--- src/sv/hsv2rgb_pkg.sv ---
package hsv2rgb_pkg;

  localparam int unsigned HUE_FRACTION_BITS_DEFAULT = 4;
  localparam int unsigned DEG_PER_SECTOR = 60;
  localparam int unsigned SECTOR_COUNT = 6;
  localparam int unsigned CH_MAX = 255;
  localparam int unsigned HUE_W = 16;
  localparam int unsigned CH_W = 8;

  typedef struct packed {
    logic signed [HUE_W-1:0] hue;
    logic [CH_W-1:0] saturation;
    logic [CH_W-1:0] brightness;
    logic [CH_W-1:0] alpha_in;
  } hsv_beat_t;

  typedef struct packed {
    logic [CH_W-1:0] red;
    logic [CH_W-1:0] green;
    logic [CH_W-1:0] blue;
    logic [CH_W-1:0] alpha_out;
  } rgb_beat_t;

  typedef enum logic [2:0] {
    SEC_RY = 3'd0,
    SEC_YG = 3'd1,
    SEC_GC = 3'd2,
    SEC_CB = 3'd3,
    SEC_BM = 3'd4,
    SEC_MR = 3'd5
  } sector_t;

endpackage

--- src/sv/hsv2rgb_cdiv.sv ---
module hsv2rgb_cdiv import hsv2rgb_pkg::*; #(
  parameter int unsigned DIVISOR = 510,
  parameter int unsigned XW = 17,
  parameter int unsigned QW = 8
) (
  input  logic clk,
  input  logic [XW-1:0] x,
  output logic [QW-1:0] q,
  output logic [$clog2(DIVISOR)-1:0] rem
);

  localparam int unsigned SHIFT = 32;
  localparam longint unsigned RECIP = (64'd1 << SHIFT) / DIVISOR;
  localparam int unsigned RW = $clog2(RECIP + 1);
  localparam int unsigned PW = XW + RW;
  localparam int unsigned RMW = $clog2(DIVISOR);

  logic [PW-1:0] prod;
  logic [XW-1:0] x_b;
  logic [QW-1:0] q_est;
  logic [XW-1:0] r_full;

  // reciprocal estimate, low by at most one
  always_ff @(posedge clk) begin
    prod <= PW'(x) * PW'(RW'(RECIP));
    x_b  <= x;
  end

  assign q_est  = QW'(prod >> SHIFT);
  assign r_full = x_b - XW'(q_est) * XW'(DIVISOR);

  always_ff @(posedge clk) begin
    if (r_full >= XW'(DIVISOR)) begin
      q   <= q_est + QW'(1);
      rem <= RMW'(r_full - XW'(DIVISOR));
    end else begin
      q   <= q_est;
      rem <= RMW'(r_full);
    end
  end

endmodule

--- src/sv/hsv_to_rgb_converter_core.sv ---
// channel  ports                 dir  beat accepted when
// command  start, busy, hsv      in   start high and busy low (busy high only in reset)
// result   done, rgb             out  done high, one cycle, no hold-off
//
// one pixel per clock outside reset
// the path holds three constant dividers (hue wrap, then smallest and middle channel rounding)
// synchronous reset clears the valid pipeline and done only, no state beyond them
// the receiver cannot stall, so nothing ever backs up
module hsv_to_rgb_converter_core import hsv2rgb_pkg::*; #(
  parameter int unsigned HUE_FRACTION_BITS = HUE_FRACTION_BITS_DEFAULT
) (
  input  logic clk,
  input  logic rst,
  input  logic start,
  output logic busy,
  input  hsv_beat_t hsv,
  output logic done,
  output rgb_beat_t rgb
);

  localparam int unsigned U = DEG_PER_SECTOR << HUE_FRACTION_BITS;
  localparam int unsigned T = SECTOR_COUNT * U;
  localparam int unsigned HUE_SPAN = 1 << HUE_W;
  localparam int unsigned HUE_BIAS = HUE_SPAN / 2;
  localparam int unsigned WRAP_OFFSET = T - (HUE_BIAS % T);
  localparam int unsigned YMAX = HUE_SPAN - 1 + T;
  localparam int unsigned YW = $clog2(YMAX + 1);
  localparam int unsigned YQW = $clog2(YMAX / T + 1);
  localparam int unsigned WW = $clog2(T);
  localparam int unsigned UW = $clog2(U + 1);
  localparam int unsigned PMW = 2 * CH_W;
  localparam int unsigned PMAX = CH_MAX * CH_MAX;
  localparam int unsigned D = CH_MAX * U;
  localparam int unsigned MID_DIV = 2 * D;
  localparam int unsigned MIDXW = $clog2(2 * PMAX * U + D + 1);
  localparam int unsigned LO_DIV = 2 * CH_MAX;
  localparam int unsigned LOXW = $clog2(2 * PMAX + CH_MAX + 1);
  localparam int unsigned CNW = PMW + UW;

  logic [7:1] vld;

  logic [YW-1:0] y1;
  logic [CH_W-1:0] s1, v1;
  logic [CH_W-1:0] v2, v3, v4, v5, v6, v7;
  logic [CH_W-1:0] a1, a2, a3, a4, a5, a6, a7;
  logic [PMW-1:0] c2, c3, c4, m2, m3, m4;
  logic [WW-1:0] w3;
  sector_t sector4, sector5, sector6, sector7;
  sector_t sector_next;
  logic [UW-1:0] n4, n_next;
  logic [WW-1:0] base, rem_w;
  logic [MIDXW-1:0] x_mid5, n_sum, x_mid_next;
  logic [CNW-1:0] cn;
  logic [LOXW-1:0] x_lo;
  logic [CH_W-1:0] lo6, lo7, mid7;
  logic [HUE_W-1:0] hue_biased;
  rgb_beat_t rgb_next;

  assign busy = rst;

  // stage 1: bias hue to unsigned and push it into [0, 2^16 + T)
  assign hue_biased = {~hsv.hue[HUE_W-1], hsv.hue[HUE_W-2:0]};

  always_ff @(posedge clk) begin
    if (rst) begin
      vld <= '0;
    end else begin
      vld <= {vld[6:1], start};
    end
  end

  always_ff @(posedge clk) begin
    y1 <= YW'(hue_biased) + YW'(WRAP_OFFSET);
    s1 <= hsv.saturation;
    v1 <= hsv.brightness;
    a1 <= hsv.alpha_in;
  end

  hsv2rgb_cdiv #(
    .DIVISOR(T),
    .XW(YW),
    .QW(YQW)
  ) u_wrap (
    .clk(clk),
    .x(y1),
    .q(),
    .rem(w3)
  );

  // stage 2: chroma and value minus chroma, both in 1/255^2
  always_ff @(posedge clk) begin
    c2 <= PMW'(v1) * PMW'(s1);
    m2 <= PMW'(v1) * PMW'(CH_W'(CH_MAX) - s1);
    v2 <= v1;
    a2 <= a1;
  end

  always_ff @(posedge clk) begin
    c3 <= c2;
    m3 <= m2;
    v3 <= v2;
    a3 <= a2;
  end

  // stage 4: sector and secondary numerator
  always_comb begin
    sector_next = SEC_RY;
    base = '0;
    for (int k = 1; k < SECTOR_COUNT; k++) begin
      if (w3 >= WW'(k * U)) begin
        sector_next = sector_t'(k);
        base = WW'(k * U);
      end
    end
    rem_w = w3 - base;
    if (sector_next[0]) begin
      n_next = UW'(U) - UW'(rem_w);
    end else begin
      n_next = UW'(rem_w);
    end
  end

  always_ff @(posedge clk) begin
    sector4 <= sector_next;
    n4 <= n_next;
    c4 <= c3;
    m4 <= m3;
    v4 <= v3;
    a4 <= a3;
  end

  // smallest channel, 2m + 255 over 510
  assign x_lo = LOXW'({m4, 1'b0}) + LOXW'(CH_MAX);

  hsv2rgb_cdiv #(
    .DIVISOR(LO_DIV),
    .XW(LOXW),
    .QW(CH_W)
  ) u_lo (
    .clk(clk),
    .x(x_lo),
    .q(lo6),
    .rem()
  );

  // stage 5: middle channel numerator 2N + D
  assign cn = CNW'(c4) * CNW'(n4);
  assign n_sum = MIDXW'(cn) + MIDXW'(m4) * MIDXW'(U);
  assign x_mid_next = (n_sum << 1) + MIDXW'(D);

  always_ff @(posedge clk) begin
    x_mid5 <= x_mid_next;
    sector5 <= sector4;
    v5 <= v4;
    a5 <= a4;
  end

  hsv2rgb_cdiv #(
    .DIVISOR(MID_DIV),
    .XW(MIDXW),
    .QW(CH_W)
  ) u_mid (
    .clk(clk),
    .x(x_mid5),
    .q(mid7),
    .rem()
  );

  always_ff @(posedge clk) begin
    sector6 <= sector5;
    v6 <= v5;
    a6 <= a5;
  end

  always_ff @(posedge clk) begin
    sector7 <= sector6;
    lo7 <= lo6;
    v7 <= v6;
    a7 <= a6;
  end

  // channel placement by sector
  always_comb begin
    rgb_next.alpha_out = a7;
    unique case (sector7)
      SEC_RY: begin
        rgb_next.red = v7; rgb_next.green = mid7; rgb_next.blue = lo7;
      end
      SEC_YG: begin
        rgb_next.red = mid7; rgb_next.green = v7; rgb_next.blue = lo7;
      end
      SEC_GC: begin
        rgb_next.red = lo7; rgb_next.green = v7; rgb_next.blue = mid7;
      end
      SEC_CB: begin
        rgb_next.red = lo7; rgb_next.green = mid7; rgb_next.blue = v7;
      end
      SEC_BM: begin
        rgb_next.red = mid7; rgb_next.green = lo7; rgb_next.blue = v7;
      end
      default: begin
        rgb_next.red = v7; rgb_next.green = lo7; rgb_next.blue = mid7;
      end
    endcase
  end

  always_ff @(posedge clk) begin
    if (rst) begin
      done <= 1'b0;
    end else begin
      done <= vld[7];
    end
  end

  always_ff @(posedge clk) begin
    rgb <= rgb_next;
  end

  a_latency: assert property (@(posedge clk) disable iff (rst)
    start |-> ##8 done)
    else $error("result beat missing eight cycles after command");

  a_alpha: assert property (@(posedge clk) disable iff (rst)
    start |-> ##8 (rgb.alpha_out == $past(hsv.alpha_in, 8)))
    else $error("alpha not carried with its pixel");

  a_grey: assert property (@(posedge clk) disable iff (rst)
    (start && hsv.saturation == '0) |->
      ##8 (rgb.red == rgb.green && rgb.green == rgb.blue))
    else $error("zero saturation gave unequal channels");

  a_sector: assert property (@(posedge clk) disable iff (rst)
    vld[4] |-> (sector4 <= SEC_MR && n4 <= UW'(U)))
    else $error("sector or secondary numerator out of range");

endmodule

--- config.mk ---
export PLATFORM = sky130hd
export DESIGN_NAME = hsv_to_rgb_converter_core
export DESIGN_NICKNAME = d
export VERILOG_FILES = /design/src/sv/hsv2rgb_pkg.sv /design/src/sv/hsv2rgb_cdiv.sv /design/src/sv/hsv_to_rgb_converter_core.sv
export SDC_FILE = /design/constraint.sdc
export NUM_CORES = 2
export LEC_CHECK = 0
export BUFFER_PORTS_ARGS = -buffer_cell sky130_fd_sc_hd__buf_2
export CORE_MARGIN = 1.5
export CORE_UTILIZATION = 50
export DETAILED_ROUTE_END_ITERATION = 7
export PLACE_DENSITY_LB_ADDON = 0.15
export SLEW_MARGIN = 10
export SYNTH_ARGS = -nofsm -noshare
export SYNTH_HDL_FRONTEND = slang
export SYNTH_SLANG_ARGS = --single-unit
--- constraint.sdc ---
create_clock -name clk -period 12 [get_ports clk]
set_input_delay 1.2 -clock clk [delete_from_list [all_inputs] [get_ports clk]]
set_output_delay 1.2 -clock clk [all_outputs]
set_load 0.005 [all_outputs]
==> results.md <==
- Buf/Inv on CP: 4
- CTS tree: built
- Crit. End Element: flop
- Syn Inst Count: 3645
- R2R depth: 27
- Critical Path Slowest Stage Cell: fa_1
- Starting Density: 0.5035
- # DRC: 0
- Worst slew pin tran: 1.102 ns
- Total number of vias: 23180
- Hold Violations, Final: 0
- ANT nets after route: 0
- Clock skew: 0.03139 ns
- # resized after CTS: 0
- Sink Count: 431
- Largest net degree at the start of global routing: 67
- Post-synth EDFFs: 0
- Nets: 4748
- Tot GR Track Use: 0.1936
- Avg Synthesized Cell Area: 9.840 um2
- Clk slew on worst S/H paths: 0.06 ns
- CTS H-tree lvls: 2
- IO Port Bufs: 76
- TNS Setup: 0 ns
- Dpl cells: 4605
- Row count: 98
- RSZ-0062 raised after global routing: false
- Yosys top cell area share: 0.2406
- Crit start category: flop
- Family with the most delay on the worst path: adder cells
- Diodes inserted: 0
- Worst Path Max Fanout: 6
- 1st-pass router iterations: 5
- First-pass GRT wire length: 116500 um
- Synth cell types: 71
- Fin cells: 4687
- GRT Residual Overflow: 0
- Post-synthesis sequential area ratio: 0.2406
- Met2 usage: 0.3233
- Status: finished clean
- P&R area growth vs syn: 8.403%
- Place WS: 4.879 ns
- RR Endpoint: x_mid5[26]
- Levels on crit path: 27
- Vias in the first global route: 23620
- Vias per Instance: 4.946
- Ys Warns: 0
- Count leader, synth: inv_1
- Worst r2r src: m4[2]
- Die Wd: 270.8 um
- GR Layer Usage met3: 0.02725
- Seq cells post-synth: 431
- Num CTS Buffers: 44
- Worst Hold End: sector6[2]
- Setup violations, final: 0
- CP required: 12.45 ns
- Hold_sp: sector5[2]
- Core area: 71240 um2
- R2r setup slk: 4.91 ns
- Setup repair bufs after CTS: 0
- Post-Synthesis Net Count: 4692
- Most common cell on crit path: fa_1
- Slew headroom: 0.2646
- Crit Path Class: reg -> reg
- GP Congestion: 0.8579
- IO Pins: 77
- Top cells by area, synth: dfxtp_1, fa_1, ha_1, inv_1, xnor2_1
- Post-synth top cells: inv_1, ha_1, dfxtp_1, fa_1, nand2_1
- Tcrit/Tclk final: 0.5905
- Minimum clock period after layout: 7.087 ns
- Initial antenna violation count: 0
- Synth area leader: dfxtp_1
- Synth Cell Area: 35870 um2
- Max Cap Viol: 0
- Post-synth ARST share: 0
- Routed wire length: 68480 um
- Root Buffer: clkbuf_16
- DR iter-0 viols: 1043
- Achievable Freq: 141.1 MHz
- Clock tree buffer depth: 3
- Worst min path class: reg -> reg
- Worst-skew pair later-pin latency: 0.58 ns
- DIE HEIGHT: 270.8 um
- Final slew viol count: 0
- WL per Instance: 14.61 um
- Setup slack after layout: 4.913 ns
- Grt met1 use: 0.2651
- Ratio of cells with drive above 1 in the final layout: 0.04790
- HPWL Detailed: 56260 um
- Die area: 73350 um2
- Most used routing layer: met2
- Worst EP arrival: 7.54 ns
- Predominant post-synthesis flop cell: dfxtp_1
- Worst hold stages: 0
- CP peak stage delay: 0.54 ns
- # hold bufs at CTS: 0
[metrics by stage]
stage,hold WS (ns),area [um2],utilization
floorplan,0.3096,35870,-
global placement,0.3098,37180,0.5219
detailed placement,0.3121,37180,0.5219
CTS,0.3142,38880,0.5458
global route,0.3279,38880,0.5458
finish,0.3165,38880,0.5458
[cells by family (layout without fill, tap and decap cells)]
logic type | after synthesis | after routing | share of synthesized area
buf+inv | 808 | 900 | 0.08477
compound gates | 463 | 463 | 0.08271
flops | 431 | 431 | 0.2406
xor+xnor | 197 | 197 | 0.04887
simple gates | 727 | 727 | 0.1023
mux | 15 | 15 | 0.004291
fa+ha+maj | 1004 | 1004 | 0.4365
[worst max path at each step]
stage,slack [ns],end,from
2_1_floorplan,5.32,x_mid5[26],m4[3]
3_3_place_gp,4.97,x_mid5[26],m4[3]
3_5_place_dp,4.88,x_mid5[26],m4[2]
4_1_cts,4.85,x_mid5[26],m4[2]
5_1_grt,4.26,x_mid5[26],m4[2]
6_report,4.91,x_mid5[26],m4[2]
[state kept, by name (all words and copies together), names as in the netlist, 9 cells and up]
name / count
y1: 17
u_mid.x_b: 20
c3: 16
u_lo.x_b: 9
u_lo.prod: 15
c4: 16
m3: 16
c2: 16
u_wrap.rem: 13
n4: 10
rgb: 32
m2: 16
u_wrap.x_b: 17
m4: 16
x_mid5: 26
[layer usage]
metal  part of all wire  vias to the layer above
li1                   -                    11740
met1               0.48                    11000
met2               0.46                      352
met3              0.039                       89
met4              0.020                        0
met5                  0                        -
[cell usage in the layout, fill, tap and decap left out, types with 14 or more instances in the layout]
master     Yosys  routed
nand2_1      222     222
o21ai_0      113     113
and2_1       112     112
buf_2          0      76
a31oi_1       14      14
nand4_1       14      14
and3_1        17      17
o21a_1        20      20
xor2_1        55      55
nand2b_1      54      54
ha_1         592     592
nand3_1       36      36
xnor2_1      140     140
nor3_1        42      42
a21o_1        40      40
a211oi_1      23      23
nor2b_1       73      73
fa_1         412     412
o21bai_1      17      17
dfxtp_1      431     430
a21oi_1      127     127
o211ai_1      16      16
inv_1        742     742
nor2_1       110     110
clkbuf_16      0      44
[cell type report]
type                       count  area, um2
timing repair buffer          76      380.4
clock buffer                  59       1257
inverter                     742       2785
multi-input combinational   2406      24200
sequential                   431       8630
clock inverter                23      441.7
tap                          950       1189
fill                        6401      32360
Power is not shown: default switching activity piles up to over one toggle a cycle in this logic, so the estimate is an artifact.
